<file path="src/rtl/core/ftla_pkg.sv">
// ----------------------------------------------------------------------------
// ftla_pkg
// Shared types, codes and sizes of the flow table with LRU aging.
// ----------------------------------------------------------------------------
package ftla_pkg;

   // table geometry (row count is a power of two)
   localparam int ROWS      = 1024;
   localparam int ROW_BITS  = $clog2(ROWS);
   localparam int OCC_BITS  = $clog2(ROWS + 1);
   localparam int CNT_BITS  = ROW_BITS + 1;

   // field widths
   localparam int KIND_BITS   = 2;
   localparam int ADDR_BITS   = 32;
   localparam int PORT_BITS   = 16;
   localparam int VLAN_BITS   = 12;
   localparam int HANDLE_BITS = 32;
   localparam int TIME_BITS   = 32;
   localparam int STATUS_BITS = 2;
   localparam int SLOT_BITS   = 10;
   localparam int EXP_BITS    = 11;
   localparam int TO_BITS     = 17;

   // configuration port
   localparam int CSR_ADDR_BITS = 3;
   localparam int CSR_DATA_BITS = 32;
   localparam logic [CSR_ADDR_BITS-1:0] CSR_ADDR_TIMEOUT = 3'd0;
   localparam logic [TO_BITS-1:0] TIMEOUT_RESET = 17'd60;

   // operation codes
   localparam logic [KIND_BITS-1:0] KIND_INSERT = 2'd0;
   localparam logic [KIND_BITS-1:0] KIND_LOOKUP = 2'd1;
   localparam logic [KIND_BITS-1:0] KIND_DELETE = 2'd2;

   // result status codes
   localparam logic [STATUS_BITS-1:0] STAT_OK        = 2'd0;
   localparam logic [STATUS_BITS-1:0] STAT_FULL      = 2'd1;
   localparam logic [STATUS_BITS-1:0] STAT_ERROR     = 2'd2;
   localparam logic [STATUS_BITS-1:0] STAT_NOT_FOUND = 2'd3;

   // stored flow key
   typedef struct packed {
      logic [ADDR_BITS-1:0] src_addr;
      logic [ADDR_BITS-1:0] dst_addr;
      logic [PORT_BITS-1:0] src_port;
      logic [PORT_BITS-1:0] dst_port;
      logic [VLAN_BITS-1:0] vlan_id;
   } key_type;

endpackage

</file>
<file path="src/rtl/core/ftla_csr.sv">
// ----------------------------------------------------------------------------
// ftla_csr
// APB-style register port holding the aging timeout.
// ----------------------------------------------------------------------------
module ftla_csr
   import ftla_pkg::*;
(
   input  logic                     clock,
   input  logic                     reset,
   input  logic                     csr_psel,
   input  logic                     csr_penable,
   input  logic                     csr_pwrite,
   input  logic [CSR_ADDR_BITS-1:0] csr_paddr,
   input  logic [CSR_DATA_BITS-1:0] csr_pwdata,
   output logic [CSR_DATA_BITS-1:0] csr_prdata,
   output logic                     csr_pready,
   output logic [TO_BITS-1:0]       timeout
);

   logic [TO_BITS-1:0] timeout_ff;
   logic [TO_BITS-1:0] timeout_in;
   logic               wr_transfer;

   // write transfer completes in the access phase
   assign wr_transfer = csr_psel & csr_penable & csr_pwrite & csr_pready;
   assign csr_pready  = 1'b1;

   always_comb begin
      timeout_in = timeout_ff;
      if (wr_transfer && (csr_paddr == CSR_ADDR_TIMEOUT)) begin
         timeout_in = csr_pwdata[TO_BITS-1:0];
      end
   end

   always_ff @(posedge clock) begin
      if (reset) begin
         timeout_ff <= TIMEOUT_RESET;
      end else begin
         timeout_ff <= timeout_in;
      end
   end

   // read back
   assign csr_prdata = (csr_paddr == CSR_ADDR_TIMEOUT) ?
                       {{(CSR_DATA_BITS-TO_BITS){1'b0}}, timeout_ff} : '0;
   assign timeout    = timeout_ff;

endmodule

</file>
<file path="config.mk">
export PLATFORM = sky130hd
export DESIGN_NAME = ftla_csr
export DESIGN_NICKNAME = d
export VERILOG_FILES = /design/src/rtl/core/ftla_pkg.sv /design/src/rtl/core/ftla_csr.sv
export SDC_FILE = /design/constraint.sdc
export NUM_CORES = 1
export LEC_CHECK = 0
export CAP_MARGIN = 0
export CORE_MARGIN = 2
export CORE_UTILIZATION = 66
export CTS_BUF_LIST = sky130_fd_sc_hd__clkbuf_8
export DETAILED_ROUTE_END_ITERATION = 6
export DONT_BUFFER_PORTS = 1
export PLACE_DENSITY = 0.82
export SLEW_MARGIN = 20
export SYNTH_ARGS = -nofsm -noshare
export SYNTH_HDL_FRONTEND = slang
export SYNTH_SLANG_ARGS = --single-unit
</file>
<file path="constraint.sdc">
create_clock -name clock -period 2.5 [get_ports clock]
set_input_delay 0.375 -clock clock [delete_from_list [all_inputs] [get_ports clock]]
set_output_delay 0.375 -clock clock [all_outputs]
set_load 0.01 [all_outputs]
</file>
==> impl_metrics.csv, run 1 <==
group,metric,value,unit
worst_setup_path,path_buf_inv,0,
logic_synthesis,synth-seq-cells,17,
global_routing,grt_first_pass_wirelength,2240,um
route,ant_nets,0,
worst_setup_path,r2r_end,"timeout[11]",
worst_setup_path,crit_type,"input port to output pin",
logic_synthesis,synth_mux_area_share,16.5,%
placement,portBuffers,0,
clock_network,tritoncts,"done",
route,wl_per_cell,11.8,um
worst_setup_path,reg2reg_from,"timeout[11]",
logic_synthesis,synth_area_leader_cell,"dfxtp_1",
logic_synthesis,synth_area,0.00103,sq mm
clock_network,clk_path_buf_depth,2,
worst_setup_path,max_stage_delay,0.45,ns
worst_setup_path,worst_ep_arrival_time,1.09,ns
global_routing,antenna_found_initial,0,
worst_setup_path,cp-startpoint,"csr_paddr[1]",
worst_setup_path,critPathMaxFanout,18,
timing,rsz0062_at_grt,"no",
timing,finalSetupViolations,0,
die,die_w,43.5,um
logic_synthesis,synth_top_family_by_area,"simple AND/OR/NAND/NOR gates",
pwr,p_per_area,518,mW/mm^2
clock_network,insertion_delay,0.24,ns
logic_synthesis,synth_xor_area_share,0,%
worst_setup_path,r2r_cells,2,
route,dr.pass1.iters,4,
die,io_pins,90,
global_routing,grt-ovfl-total,0,
placement,dp_hpwl,1090,um
timing,timing.setup.tns,0,ns
clock_network,clock-root-buffer,"clkbuf_8",
pwr,power.leakage,0.370,nW
min_path,hold_path_class,"input port to flip-flop",
worst_setup_path,path_cells,"nor3_4 > and2_2",
timing,fmax,685,MHz
clock_network,holdBufCountCts,0,
route,routed_via_density,5.21,
pwr,combPwrFrac,7.1,%
timing,tightest_slew,0.509,ns
logic_synthesis,synthArstFlopShare,0,%
worst_setup_path,cp_slowest_cell,"nor3_4",
timing,slew_violations,0,
logic_synthesis,yosysMostFrequentCell,"nand2b_1",
pwr,switching_share,21.2,%
pwr,power.switching,0.107,mW
pwr,p_clk_share,38.2,%
logic_synthesis,dominantRegCellSynth,"dfxtp_1",
clock_network,clock-sinks,17,
timing,max-slew-margin-rel,66.0,%
layout,area_growth,-5.60,%
die,initial_utilization,69.1,%
worst_setup_path,endpoint,"csr_prdata[5]",
logic_synthesis,synth-warning-count,0,
die,rows,14,
logic_synthesis,synth_area_leaders,"dfxtp_1 33%, mux2i_1 17%, nand2b_1 16%",
timing,fin_skew,0,ns
worst_setup_path,required,2.12,ns
layout,drive_above_1_share,11.2,%
logic_synthesis,synth_edf_count,0,
pwr,sequentialPowerShare,54.8,%
placement,routabilityCongestion,0.622,
status,status,"finished, final reports clean",
layout,diodes,0,
logic_synthesis,synth.avg_cell_area,9.27,sq um
worst_setup_path,cp-end-kind,"output pin",
worst_setup_path,r2r_setup_slack,1.82,ns
die,coreArea,0.00149,sq mm
layout,nNetsFinal,148,
logic_synthesis,synth_compound_area_share,0,%
flow_run,drv_cap,0,
route,vias,641,
timing,hold_slack,0.281,ns
clock_network,cts_made_buffers,3,
route,drc,0,
timing,fin_crit,1.46,ns
clock_network,clk_pin_slew,0.06,ns
route,routed_wl,1460,um
clock_network,postCtsSetupRepairBufs,0,
global_routing,grt_max_degree,35,
clock_network,cts_resized,0,
global_routing,first_global_vias,542,
logic_synthesis,synthTopCellsByCount,"26 x nand2b_1, 17 x dfxtp_1, 17 x mux2i_1",
logic_synthesis,yosysSeqAreaShare,33.1,%
logic_synthesis,synthSimpleGateAreaFrac,32.6,%
clock_network,h-tree-depth,1,
global_routing,grt_use_total,15.4,%
timing,hold_violations,0,
layout,largest_reg_flops,17,
pwr,power.internal,0.396,mW
worst_setup_path,cp-start-kind,"input port",
logic_synthesis,synth_cell_type_count,12,
timing,min_period_over_period,58.4,%
pwr,ir_drop,269,uV
logic_synthesis,yosysTopAreaCellShare,33.1,%
worst_setup_path,worst-path-stages,2,
route,drt_iter0_drc,3,
logic_synthesis,syn-instance-count,111,
logic_synthesis,synthAdderAreaFrac,0,%
worst_setup_path,critical_path.top_delay_family,"simple AND/OR/NAND/NOR gates",
die,die_h,43.5,um
die,die-area,0.00189,sq mm
worst min-delay path by stage:
stage                        from         end  slack [ns]  cells past startpoint
floorplan              timeout[0]  timeout[0]        0.50                      2
global placement       timeout[8]  timeout[8]        0.51                      2
detailed placement     timeout[0]  timeout[0]        0.52                      2
CTS                 csr_pwdata[9]  timeout[9]        0.28                      2
global route        csr_pwdata[9]  timeout[9]        0.27                      2
finish              csr_pwdata[9]  timeout[9]        0.28                      2
power groups by stage:
stage               clock, mW  combinational, mW  sequential (mW)
floorplan                   0             0.0572            0.281
global placement            0             0.0347            0.281
detailed placement          0             0.0354            0.281
CTS                     0.199             0.0354            0.275
global route            0.211             0.0395            0.275
finish                  0.192             0.0355            0.275
layout make-up:
class,count,area [sq um]
Fill cell,125,518
Tap cell,16,20.0
Multi-Input combinational cell,86,566
Sequential cell,17,340
Clock buffer,3,41.3
Clock inverter,1,3.75
metal layers:
layer	up-vias	share of wire [%]	routed length (um)	global-route usage, %
met5	-	0	0	0
met4	0	0.62	9	5.45
met3	2	10	145	4.58
met1	288	40	579	19.2
li1	308	-	-	-
met2	43	50	722	25.4
cell families after synthesis:
logic type             after synthesis
and+or+nand+nor                     53
other                                2
muxes                               17
DFF                                 17
buffers and inverters               22
cells in the final DEF, fill, tap and decap left out:
master    netlist  layout
and2_1         10      10
clkbuf_8        0       3
nand2b_1       26      26
inv_1           0       1
dfxtp_1        17      17
nor3_4          1       1
nor2_1          8       8
and2_2          7       7
and4_4          1       1
mux2i_1        17      17
conb_1          2      16
stage by stage:
stage          total power [mW]  util, %  setup slack (ns)  instances  area, sq um
4_1_cts                   0.509     65.2              1.01        123          971
6_report                  0.503     65.2              1.04        123          971
5_1_grt                   0.526     65.2             0.950        123          971
3_5_place_dp              0.317     62.2             0.818        119          926
2_1_floorplan             0.338        -              1.10        125         1080
3_3_place_gp              0.316     62.2             0.881        119          926
Note: power is estimated with default switching activity, not from simulation.
==> run 2: changes to the inputs <==
CORE_UTILIZATION = 64   (was 66)
PLACE_DENSITY = 0.8   (was 0.82)
clock period = 1.5 ns   (was 2.5 ns; I/O delays follow)
==> impl_metrics.csv, run 2 (synthesis gave the netlist of run 1 again) <==
group,metric,value,unit
status,status,"finished, final reports clean",
clock_network,clock-root-buffer,"clkbuf_8",
die,coreArea,0.00151,sq mm
die,io_pins,90,
route,dr.pass1.iters,3,
route,vias,621,
timing,slew_violations,0,
placement,routabilityCongestion,0.657,
route,ant_nets,0,
timing,min_period_over_period,71.7,%
die,die-area,0.00194,sq mm
pwr,power.leakage,0.374,nW
die,rows,14,
worst_setup_path,required,1.27,ns
timing,timing.setup.tns,0,ns
route,routed_via_density,5.01,
layout,layout_common_cells,"26 x nand2b_1, 17 x mux2i_1, 17 x dfxtp_1, 16 x conb_1, 10 x and2_1",
clock_network,clk_pin_slew,0.07,ns
global_routing,antenna_found_initial,0,
global_routing,grt-ovfl-total,0,
clock_network,clk_path_buf_depth,2,
layout,diodes,0,
pwr,power.switching,0.191,mW
clock_network,cts_resized,0,
flow_run,drv_cap,0,
timing,fin_skew,0,ns
layout,area_growth,-4.74,%
min_path,hold_path_class,"input port to flip-flop",
layout,final_cell_area,980,sq um
route,drc,0,
timing,finalSetupViolations,0,
timing,rsz0062_at_grt,"no",
clock_network,postCtsSetupRepairBufs,0,
pwr,sequentialPowerShare,53.6,%
pwr,p_clk_share,39.2,%
layout,largest_reg_flops,17,
pwr,switching_share,22.3,%
timing,hold_violations,0,
route,drt_iter0_drc,6,
pwr,p_per_area,873,mW/mm^2
global_routing,first_global_vias,538,
clock_network,cts_made_buffers,3,
route,routed_wl,1530,um
clock_network,h-tree-depth,1,
clock_network,insertion_delay,0.24,ns
worst_setup_path,critPathMaxFanout,3,
layout,nNetsFinal,149,
worst_setup_path,crit_type,"flip-flop to output pin",
global_routing,grt_use_total,16.4,%
clock_network,tritoncts,"done",
global_routing,grt_first_pass_wirelength,2320,um
timing,fmax,930,MHz
route,wl_per_cell,12.3,um
global_routing,grt_max_degree,35,
pwr,ir_drop,524,uV
pwr,power,0.856,mW
worst_setup_path,max_stage_delay,0.40,ns
layout,instances_no_fill,124,
placement,portBuffers,0,
worst_setup_path,worst_ep_arrival_time,0.85,ns
die,initial_utilization,68.3,%
pwr,power.internal,0.664,mW
layout,final_common_cell,"nand2b_1",
worst_setup_path,cp-end-kind,"output pin",
die,die_h,44.1,um
worst_setup_path,path_buf_inv,0,
timing,hold_slack,0.124,ns
timing,fin_ws,0.424,ns
worst_setup_path,critical_path.top_delay_family,"flip-flops",
placement,placed_area,933,sq um
timing,fin_crit,1.08,ns
clock_network,clock-sinks,17,
placement,post-place-ws,0.324,ns
clock_network,holdBufCountCts,0,
worst_setup_path,cp_slowest_cell,"dfxtp_1",
worst_setup_path,cp-start-kind,"flip-flop",
placement,place_inst,120,
pwr,combPwrFrac,7.2,%
die,die_w,44.1,um
worst_setup_path,path_cells,"and2_1",
layout,drive_above_1_share,13.0,%
layout,postLayoutCoreUtil,65.0,%
## run 2: layer usage
metal	share of wire [%]	track usage, %
met1	41	18.6
met2	47	26.5
met3	10	6.12
met4	1.2	9.09
met5	0	0
## run 2: final cells by class
class                           instances  area (sq um)
Clock buffer                            3          41.3
Sequential cell                        17           340
Clock inverter                          1          5.00
Tap cell                               16          20.0
Multi-Input combinational cell         86           566
Fill cell                             139           527
Timing Repair Buffer                    1          7.51
## run 2: path summary, 6_finish.rpt
path         slack (ns)       endpoint  cells after the start     startpoint
max reg2reg        0.83    timeout[12]                      2    timeout[12]
min reg2reg        0.53    timeout[14]                      2    timeout[14]
min                0.12     timeout[7]                      2  csr_pwdata[7]
max                0.42  csr_prdata[8]                      1     timeout[8]
## run 2: power groups by stage
stage | Sequential (mW) | Clock (mW) | Combinational (mW)
after global routing | 0.459 | 0.362 | 0.0683
final | 0.459 | 0.335 | 0.0613
after CTS | 0.459 | 0.348 | 0.0610
after detailed placement | 0.469 | 0 | 0.0608
after global placement | 0.469 | 0 | 0.0595
after floorplan | 0.468 | 0 | 0.0953
